`config.mk`:
```
export PLATFORM = sky130hd
export DESIGN_NAME = base32_lsb_first_encoder
export DESIGN_NICKNAME = d
export VERILOG_FILES = /design/src/sv/b32e_pkg.sv /design/src/sv/b32e_core.sv /design/src/sv/base32_lsb_first_encoder.sv
export SDC_FILE = /design/constraint.sdc
export NUM_CORES = 1
export LEC_CHECK = 0
export BUFFER_PORTS_ARGS = -buffer_cell sky130_fd_sc_hd__buf_2
export CORE_UTILIZATION = 50
export DETAILED_ROUTE_END_ITERATION = 8
export MAX_ROUTING_LAYER = met4
export PLACE_DENSITY = 0.74
export SLEW_MARGIN = 10
export SYNTH_ARGS = -nofsm -noshare
export SYNTH_HDL_FRONTEND = slang
export SYNTH_SLANG_ARGS = --single-unit
```
`constraint.sdc`:
```
create_clock -name clk -period 3.52 [get_ports clk]
set_input_delay 0.176 -clock clk [delete_from_list [all_inputs] [get_ports clk]]
set_output_delay 0.176 -clock clk [all_outputs]
set_load 0.01 [all_outputs]
```
`src/sv/b32e_pkg.sv`:
```
// ----------------------------------------------------------------------------
// b32e_pkg
// Shared types and constants for the LSB-first base32 encoder.
// ----------------------------------------------------------------------------
`default_nettype none

package b32e_pkg;

	localparam int unsigned GROUP_BITS = 5;
	localparam int unsigned BYTE_BITS  = 8;
	localparam int unsigned STORE_BITS = 12;
	localparam int unsigned COUNT_BITS = 4;
	localparam int unsigned TOTAL_BITS = 16;
	localparam int unsigned CODE_BITS  = 7;

	// hard cap on characters per message, applied on top of the register
	localparam logic [31:0] MAX_OUTPUT_LEN = 32'd65535;
	localparam logic [TOTAL_BITS-1:0] LIMIT_RESET = 16'hFFFF;

	localparam logic STATUS_OK    = 1'b0;
	localparam logic STATUS_LIMIT = 1'b1;

	// 0-9 then bcdfghjklmnpqrstuvwxyz
	localparam logic [CODE_BITS-1:0] ALPHABET [0:31] = '{
		7'h30, 7'h31, 7'h32, 7'h33, 7'h34, 7'h35, 7'h36, 7'h37,
		7'h38, 7'h39, 7'h62, 7'h63, 7'h64, 7'h66, 7'h67, 7'h68,
		7'h6A, 7'h6B, 7'h6C, 7'h6D, 7'h6E, 7'h70, 7'h71, 7'h72,
		7'h73, 7'h74, 7'h75, 7'h76, 7'h77, 7'h78, 7'h79, 7'h7A
	};

	typedef struct packed {
		logic [CODE_BITS-1:0]  char_code;
		logic                  status;
		logic [TOTAL_BITS-1:0] char_total;
		logic                  final_flag;
	} result_t;

	// what the core does in the current cycle
	typedef struct packed {
		logic    adv;     // core commits a step this cycle
		logic    emit;    // the step produces a result
		logic    retire;  // the step finishes the held item
		result_t res;
	} step_t;

endpackage : b32e_pkg

`default_nettype wire

```
`src/sv/b32e_core.sv`:
```
// ----------------------------------------------------------------------------
// b32e_core
// Message state and per-cycle character generation: at most one result per step.
// ----------------------------------------------------------------------------
`default_nettype none

module b32e_core (
	input  wire logic                               clk,
	input  wire logic                               arst_n,
	input  wire logic                               item_valid,
	input  wire logic [b32e_pkg::BYTE_BITS-1:0]     data_byte,
	input  wire logic                               msg_end,
	input  wire logic                               out_free,
	input  wire logic [b32e_pkg::TOTAL_BITS-1:0]    limit,
	output b32e_pkg::step_t                         step
);

	logic [b32e_pkg::STORE_BITS-1:0] acc_q;
	logic [b32e_pkg::COUNT_BITS-1:0] cnt_q;
	logic [b32e_pkg::TOTAL_BITS-1:0] emit_q;
	logic                            ovf_q;
	logic                            merged_q;  // held byte already in acc_q

	logic [b32e_pkg::STORE_BITS-1:0] acc_v;
	logic [b32e_pkg::COUNT_BITS-1:0] cnt_v;
	logic [b32e_pkg::COUNT_BITS-1:0] rem;
	logic [b32e_pkg::TOTAL_BITS-1:0] emit_inc;
	logic skip, grp, flush, due, lim_hit, final_ok, retire, clear, set_ovf, adv;

	always_comb begin
		if (merged_q) begin
			acc_v = acc_q;
			cnt_v = cnt_q;
		end else begin
			acc_v = acc_q | ({4'd0, data_byte} << cnt_q[2:0]);
			cnt_v = cnt_q + 4'(b32e_pkg::BYTE_BITS);
		end
	end

	assign skip     = !merged_q && ovf_q;
	assign grp      = cnt_v >= 4'(b32e_pkg::GROUP_BITS);
	assign flush    = !grp && msg_end && (cnt_v != 4'd0);
	assign due      = !skip && (grp || flush);
	assign lim_hit  = emit_q >= limit;
	assign rem      = cnt_v - 4'(b32e_pkg::GROUP_BITS);
	assign emit_inc = emit_q + 16'd1;
	assign final_ok = flush || (grp && msg_end && rem == 4'd0);

	always_comb begin
		if (due)
			retire = lim_hit || final_ok ||
				(!msg_end && rem < 4'(b32e_pkg::GROUP_BITS));
		else
			retire = 1'b1;
	end

	assign clear   = (skip && msg_end) ||
		(due && ((final_ok && !lim_hit) || (lim_hit && msg_end)));
	assign set_ovf = due && lim_hit && !msg_end;
	assign adv     = item_valid && (!due || out_free);

	always_comb begin
		step.adv    = adv;
		step.emit   = adv && due;
		step.retire = retire;
		if (lim_hit) begin
			step.res.char_code  = '0;
			step.res.status     = b32e_pkg::STATUS_LIMIT;
			step.res.char_total = emit_q;
			step.res.final_flag = 1'b1;
		end else begin
			step.res.char_code  = b32e_pkg::ALPHABET[acc_v[4:0]];
			step.res.status     = b32e_pkg::STATUS_OK;
			step.res.char_total = final_ok ? emit_inc : '0;
			step.res.final_flag = final_ok;
		end
	end

	always_ff @(posedge clk or negedge arst_n) begin
		if (!arst_n) begin
			acc_q    <= '0;
			cnt_q    <= '0;
			emit_q   <= '0;
			ovf_q    <= 1'b0;
			merged_q <= 1'b0;
		end else if (adv) begin
			if (clear) begin
				acc_q    <= '0;
				cnt_q    <= '0;
				emit_q   <= '0;
				ovf_q    <= 1'b0;
				merged_q <= 1'b0;
			end else if (set_ovf) begin
				ovf_q    <= 1'b1;
				merged_q <= 1'b0;
			end else if (due) begin
				acc_q    <= acc_v >> b32e_pkg::GROUP_BITS;
				cnt_q    <= rem;
				emit_q   <= emit_inc;
				merged_q <= !retire;
			end else if (!skip) begin
				acc_q    <= acc_v;
				cnt_q    <= cnt_v;
				merged_q <= 1'b0;
			end
		end
	end

	// between items of a live message at most four bits wait
	a_idle_cnt: assert property (@(posedge clk) disable iff (!arst_n)
		(!merged_q && !ovf_q) |-> cnt_q < 4'(b32e_pkg::GROUP_BITS))
		else $error("bit count too large between items");

	a_ovf_clean: assert property (@(posedge clk) disable iff (!arst_n)
		ovf_q |-> !merged_q)
		else $error("dropped message still holds a merged byte");

	a_ovf_set: assert property (@(posedge clk) disable iff (!arst_n)
		(adv && due && lim_hit && !msg_end) |=> ovf_q)
		else $error("limit hit mid-message did not mark overflow");

endmodule : b32e_core

`default_nettype wire

```
`src/sv/base32_lsb_first_encoder.sv`:
```
// ----------------------------------------------------------------------------
// base32_lsb_first_encoder
// Packs message bytes LSB first into 5-bit groups and emits base32 characters.
// ----------------------------------------------------------------------------
// Input channel: in_valid / in_stall carry data_byte and msg_end, one byte per
// item. Output channel: out_valid / out_stall carry one character per item,
// with status, char_total and final_flag on the last item of a message.
// Config: cfg_valid / cfg_ready write out_limit (cfg_ready is always high);
// write only while no message byte is in flight.
// The first character of a byte passes the input register and then the output
// register. A byte yields zero, one, two or (at message end) three items,
// one per cycle from the output register while out_stall is low, so a byte
// holds the input register until its last character is produced. Bytes after
// an overflow are dropped and produce no items.
// Out_stall holds the output register; the held byte then waits and in_stall
// rises, so no item is lost.
// Reset clears the message state and sets out_limit to 65535.
// ----------------------------------------------------------------------------
`default_nettype none

module base32_lsb_first_encoder (
	input  wire logic        clk,
	input  wire logic        arst_n,
	input  wire logic        in_valid,
	output logic             in_stall,
	input  wire logic [7:0]  data_byte,
	input  wire logic        msg_end,
	output logic             out_valid,
	input  wire logic        out_stall,
	output logic [6:0]       char_code,
	output logic             status,
	output logic [15:0]      char_total,
	output logic             final_flag,
	input  wire logic        cfg_valid,
	output logic             cfg_ready,
	input  wire logic [15:0] cfg_data
);

	logic [b32e_pkg::TOTAL_BITS-1:0] limit_q;
	logic [b32e_pkg::TOTAL_BITS-1:0] limit;
	logic [31:0]                     limit_ext;

	logic                            item_v_s1;
	logic [b32e_pkg::BYTE_BITS-1:0]  byte_s1;
	logic                            end_s1;

	logic                            out_v_q;
	b32e_pkg::result_t               res_q;

	b32e_pkg::step_t                 step;
	logic                            out_free;
	logic                            in_take;

	assign cfg_ready = 1'b1;

	always_ff @(posedge clk or negedge arst_n) begin
		if (!arst_n)
			limit_q <= b32e_pkg::LIMIT_RESET;
		else if (cfg_valid && cfg_ready)
			limit_q <= cfg_data;
	end

	assign limit_ext = {16'd0, limit_q};
	assign limit     = (limit_ext > b32e_pkg::MAX_OUTPUT_LEN) ?
		16'(b32e_pkg::MAX_OUTPUT_LEN) : limit_q;

	assign out_free = !out_v_q || !out_stall;
	assign in_stall = item_v_s1 && !(step.adv && step.retire);
	assign in_take  = in_valid && !in_stall;

	always_ff @(posedge clk or negedge arst_n) begin
		if (!arst_n)
			item_v_s1 <= 1'b0;
		else if (in_take)
			item_v_s1 <= 1'b1;
		else if (step.adv && step.retire)
			item_v_s1 <= 1'b0;
	end

	always_ff @(posedge clk) begin
		if (in_take) begin
			byte_s1 <= data_byte;
			end_s1  <= msg_end;
		end
	end

	b32e_core u_core (
		.clk        (clk),
		.arst_n     (arst_n),
		.item_valid (item_v_s1),
		.data_byte  (byte_s1),
		.msg_end    (end_s1),
		.out_free   (out_free),
		.limit      (limit),
		.step       (step)
	);

	always_ff @(posedge clk or negedge arst_n) begin
		if (!arst_n)
			out_v_q <= 1'b0;
		else if (step.emit)
			out_v_q <= 1'b1;
		else if (!out_stall)
			out_v_q <= 1'b0;
	end

	always_ff @(posedge clk) begin
		if (step.emit)
			res_q <= step.res;
	end

	assign out_valid  = out_v_q;
	assign char_code  = res_q.char_code;
	assign status     = res_q.status;
	assign char_total = res_q.char_total;
	assign final_flag = res_q.final_flag;

	a_err_last: assert property (@(posedge clk) disable iff (!arst_n)
		(out_valid && status == b32e_pkg::STATUS_LIMIT) |->
			(final_flag && char_code == 7'd0))
		else $error("error item not marked last or carries a character");

	a_total_zero: assert property (@(posedge clk) disable iff (!arst_n)
		(out_valid && !final_flag) |-> char_total == 16'd0)
		else $error("character count shown on a non-final item");

	a_out_hold: assert property (@(posedge clk) disable iff (!arst_n)
		(out_valid && out_stall) |=> (out_valid && $stable(res_q)))
		else $error("stalled output item changed");

endmodule : base32_lsb_first_encoder

`default_nettype wire

```
==> reports/results.md <==
| Metric | This run | Unit |
|:---|:---|:---|
| Outcome | completed | - |
| Clock latency of the later-clocked register in the worst-skew pair | 0.35 | ns |
| Total routed wirelength | 11,400 | um |
| Number of H-tree levels | 3 | - |
| Initial antenna violation count | 0 | - |
| Sequential area share after synthesis | 47.5 | % |
| Chain of cells forming the critical path | ha_1 > nand2b_4 > a2111oi_4 > or4b_1 > and3_1 > inv_4 > o41ai_4 > nor2b_1 > a22o_1 | - |
| Total clock sinks | 86 | - |
| Proportion of power drawn by the clock network | 14.9 | % |
| Horizontal extent of the die | 101 | um |
| NumNets Final | 636 | - |
| Diodes inserted | 0 | - |
| Final Cycle Share | 90.7 | % |
| Number of distinct library cells after synthesis | 58 | - |
| Die Y-Extent | 101 | um |
| Pin count of the biggest net entering global routing | 34 | - |
| Required time of the worst setup path | 3.80 | ns |
| Final Instance Count excl. Fillers | 716 | - |
| Most common cell in the synthesized netlist | sky130_fd_sc_hd__nand2_1 | - |
| Data arrival time of the critical path | 3.47 | ns |
| Power density cells | 970 | nW/um^2 |
| Critical path launch point | limit_q[0] | - |
| Crit end category | register | - |
| Area fraction in compound gates after synthesis | 20.1 | % |
| Number of synthesized register bits | 86 | - |
| Synth Area in Simple Gates | 16.3 | % |
| Worst reg2reg path depth | 9 | - |
| Synth Area in XOR/XNOR | 0.355 | % |
| Clock skew | 0.0164 | ns |
| Relative slew margins | 32.8 | % |
| Max Transition Viols Final | 0 | - |
| Switching power | 2.41 | mW |
| DRC | 0 | - |
| Buffers from clock root to sink, at most | 2 | - |
| Cell type with the largest total area after synthesis | sky130_fd_sc_hd__edfxtp_1 | - |
| Number of buffers created by CTS | 9 | - |
| Arithmetic-cell share of the synthesized area counting full adders, half adders and majority gates | 6.09 | % |
| YS warnings | 0 | - |
| Cells after synthesis | 512 | - |
| Final Power | 5.56 | mW |
| Clock tree from TritonCTS | done | - |
| Critical path fanouts, max | 15 | - |
| Per-cell via count in the routed design | 5.76 | - |
| Area of the mapped netlist | 4930 | sq um |
| Sw Ratio | 43.3 | % |
| Number of global-route vias before repair | 3,966 | - |
| Synth Net Count | 566 | - |
| Library cell used as clock root buffer | sky130_fd_sc_hd__clkbuf_8 | - |
| DR vias | 4,127 | - |
| Count of flip-flops with a built-in enable after synthesis | 34 | - |
| Number of instances on the worst hold path | 3 | - |
| Max Freq | 0.313 | GHz |
| Clock input transition at the sequential cells of the worst setup and hold paths | 0.09 | ns |
| Area contributors post-synth | sky130_fd_sc_hd__edfxtp_1, sky130_fd_sc_hd__dfrtp_1, sky130_fd_sc_hd__dfstp_2 | - |
| Core ar. | 9420 | sq um |
| Cell family contributing the most delay on the critical path | simple AND/OR/NAND/NOR gates | - |
| Crit Reg-Reg Endpoint | u_core.emit_q[8] | - |
| Initial cell density of the core | 52.4 | % |
| Endpoint of the most critical setup path | u_core.emit_q[8] | - |
| Placed inst area | 5400 | sq um |
| Floorplan row count | 35 | - |
| Largest stage delay, worst path | 0.69 | ns |
| Final-layout setup total negative slack | 0 | ns |
| Setup repair after global routing missed its margin | no | - |
| Share of flip-flops with an asynchronous set or reset after synthesis | 60.5 | % |
| Total stage count of the critical path | 9 | - |
| Remaining antenna violation count after routing | 0 | - |
| Router iterations before antenna repair | 5 | - |
| Main combinational cell family by area after synthesis | compound AO/OA/AOI/OAI gates | - |
| Remaining global-route overflow | 0 | - |
| Number of buffers and inverters on the critical path | 1 | - |
| Share of the synthesized area in the top cell type | 20.7 | % |
| Internal | 3.16 | mW |
| Fill cells | 811 | - |
| GPL Wtd Cong | 0.909 | - |
| Beginning of the worst register-to-register path | limit_q[0] | - |
| Combinational group share of total power | 54.1 | % |
| Pin slew with the least headroom to its limit | 1.00 | ns |
| Final non-filler cell area | 5740 | sq um |
| Maxcap violations | 0 | - |
| Global-route wire length before repair | 18,900 | um |
| Detailed Place HPWL | 8180 | um |
| Flop-to-flop setup slack | 0.33 | ns |
| Layout area overhead | 16.2 | % |
| Critical path class | reg2reg | - |
| Fraction of synthesized area in multiplexers | 4.46 | % |
| Detail-routed net length per standard cell | 15.9 | um |
| Placement Setup Slack | 0.269 | ns |
| Peak supply drop | 0.573 | mV |
| Number of DRC violations after detailed-routing iteration 0 | 239 | - |
| Global routing usage summed across all routing layers | 24.8 | % |
| Hold Crit Class | in2reg | - |
| Main flop type after synthesis | sky130_fd_sc_hd__dfrtp_1 | - |
| Share of cells above drive strength 1 | 21.5 | % |
| Number of buffers added on ports | 56 | - |
| Post-Syn Area per Cell | 9.64 | sq um |
| Shortest clock period the worst path allows after layout | 3.19 | ns |
| I/O pins | 58 | - |
| Ranking of synthesized cells by instance count | sky130_fd_sc_hd__nand2_1, sky130_fd_sc_hd__o21ai_0, sky130_fd_sc_hd__dfrtp_1 | - |
| Critical path startpoint category | register | - |
| Power share of the sequential group | 31.0 | % |
| Post-route setup slack | 0.327 | ns |
| Final hold viol count | 0 | - |
| Standard cell with the maximum stage delay on the critical path | sky130_fd_sc_hd__nor2b_1 | - |
| Floorplan die area | 10,300 | sq um |
| Final setup violation count | 0 | - |
| Leak | 2.54 | nW |
| Number of placed cells counting well taps | 690 | - |
==> registers in the layout, indices dropped and copies added, names as in the netlist <==
name and count:
u_core.merged_q 1, final_flag 1, char_total 16, u_core.acc_q 12
u_core.cnt_q 4, limit_q 16, char_code 7, u_core.ovf_q 1
byte_s1 8, item_v_s1 1, status 1, out_valid 1
end_s1 1, u_core.emit_q 16
==> through the flow <==
stage | utilization [%] | hold WS, ns
floorplan | - | -0.120
global placement | 57.3 | 0.299
detailed placement | 57.3 | 0.313
CTS | 60.9 | 0.0164
global route | 60.9 | 0.0196
finish | 60.9 | 0.0332
==> worst reg2reg max path: cells and delay by family (launching register included) <==
family                     cells  cell delay (ns)
AOI/OAI and AO/OA              3             0.98
and+or+nand+nor                4             1.25
buffers and inverters          1             0.12
DFF                            1             0.54
adders and majority gates      1             0.22
==> repair_timing <==
action,CTS,global route
buffers inserted,0,0
resized for setup,0,2
setup endpoints to repair,0,10
hold buffers,10,0
endpoints found under the hold margin,29,0
==> layout make-up <==
type                    count  area (sq um)  share of cell area, %
flip-flops and latches     86          2340                   40.8
well taps                 129           161                   2.81
clock inverters             6           111                   1.94
clock buffers              10           128                   2.23
repair buffers             85           523                   9.12
multi-input cells         366          2340                   40.8
inverters                  34           130                   2.27
==> kinds of logic (layout without fill, tap and decap cells) <==
family,count (synthesis),after routing
simple gates,169,169
compound gates,153,153
flops,86,86
buf+inv,60,135
fa+ha+maj,24,24
mux,17,17
xor+xnor,2,2
other cells,1,1
==> worst min path at each step <==
stage           startpoint          endpoint  slack (ns)
5_1_grt        cfg_data[1]        limit_q[1]        0.02
2_1_floorplan       arst_n         item_v_s1       -0.12
3_3_place_gp        arst_n  u_core.emit_q[9]        0.30
4_1_cts        cfg_data[1]        limit_q[1]        0.02
6_report       cfg_data[9]        limit_q[9]        0.03
3_5_place_dp        arst_n  u_core.emit_q[9]        0.31
==> cell usage in the layout (no fill, tap or decap), types with 3 or more instances in the layout <==
cell                            instances
sky130_fd_sc_hd__o21ai_0               49
sky130_fd_sc_hd__mux2i_1                4
sky130_fd_sc_hd__a22o_1                10
sky130_fd_sc_hd__and3_1                10
sky130_fd_sc_hd__clkbuf_8               9
sky130_fd_sc_hd__a31oi_1                4
sky130_fd_sc_hd__nor2_1                30
sky130_fd_sc_hd__nand2b_1               9
sky130_fd_sc_hd__buf_4                 19
sky130_fd_sc_hd__dlygate4sd3_1         10
sky130_fd_sc_hd__ha_1                  24
sky130_fd_sc_hd__o22ai_1                5
sky130_fd_sc_hd__edfxtp_1              34
sky130_fd_sc_hd__buf_2                 56
sky130_fd_sc_hd__bufinv_16              3
sky130_fd_sc_hd__a21o_1                12
sky130_fd_sc_hd__a21oi_1               27
sky130_fd_sc_hd__mux4_2                 3
sky130_fd_sc_hd__nand3_1               17
sky130_fd_sc_hd__dfstp_2               16
sky130_fd_sc_hd__a211oi_1               3
sky130_fd_sc_hd__nor2b_1               13
sky130_fd_sc_hd__mux2_2                10
sky130_fd_sc_hd__o31ai_1               12
sky130_fd_sc_hd__o21ai_1               13
sky130_fd_sc_hd__nand2_1               69
sky130_fd_sc_hd__dfrtp_1               36
sky130_fd_sc_hd__nor3_1                 6
sky130_fd_sc_hd__inv_1                 33
sky130_fd_sc_hd__nand4_1                3
==> layer usage <==
layer / GRT usage (%) / wire, um / part of all wire (%)
met2: 37.0 / 5080 / 45
met4: 10.4 / 256 / 2.2
met1: 34.2 / 5350 / 47
met3: 3.38 / 709 / 6.2
met5: - / 0 / 0
==> power by group through the flow <==
stage          logic (mW)  registers [mW]  clock network, mW
6_report             3.01            1.73              0.829
5_1_grt              3.32            1.76              0.880
4_1_cts              2.97            1.72              0.843
3_5_place_dp         2.95            1.74                  0
3_3_place_gp         2.83            1.73                  0
2_1_floorplan        2.07            1.78                  0
Power figures use the tool's default switching activity.
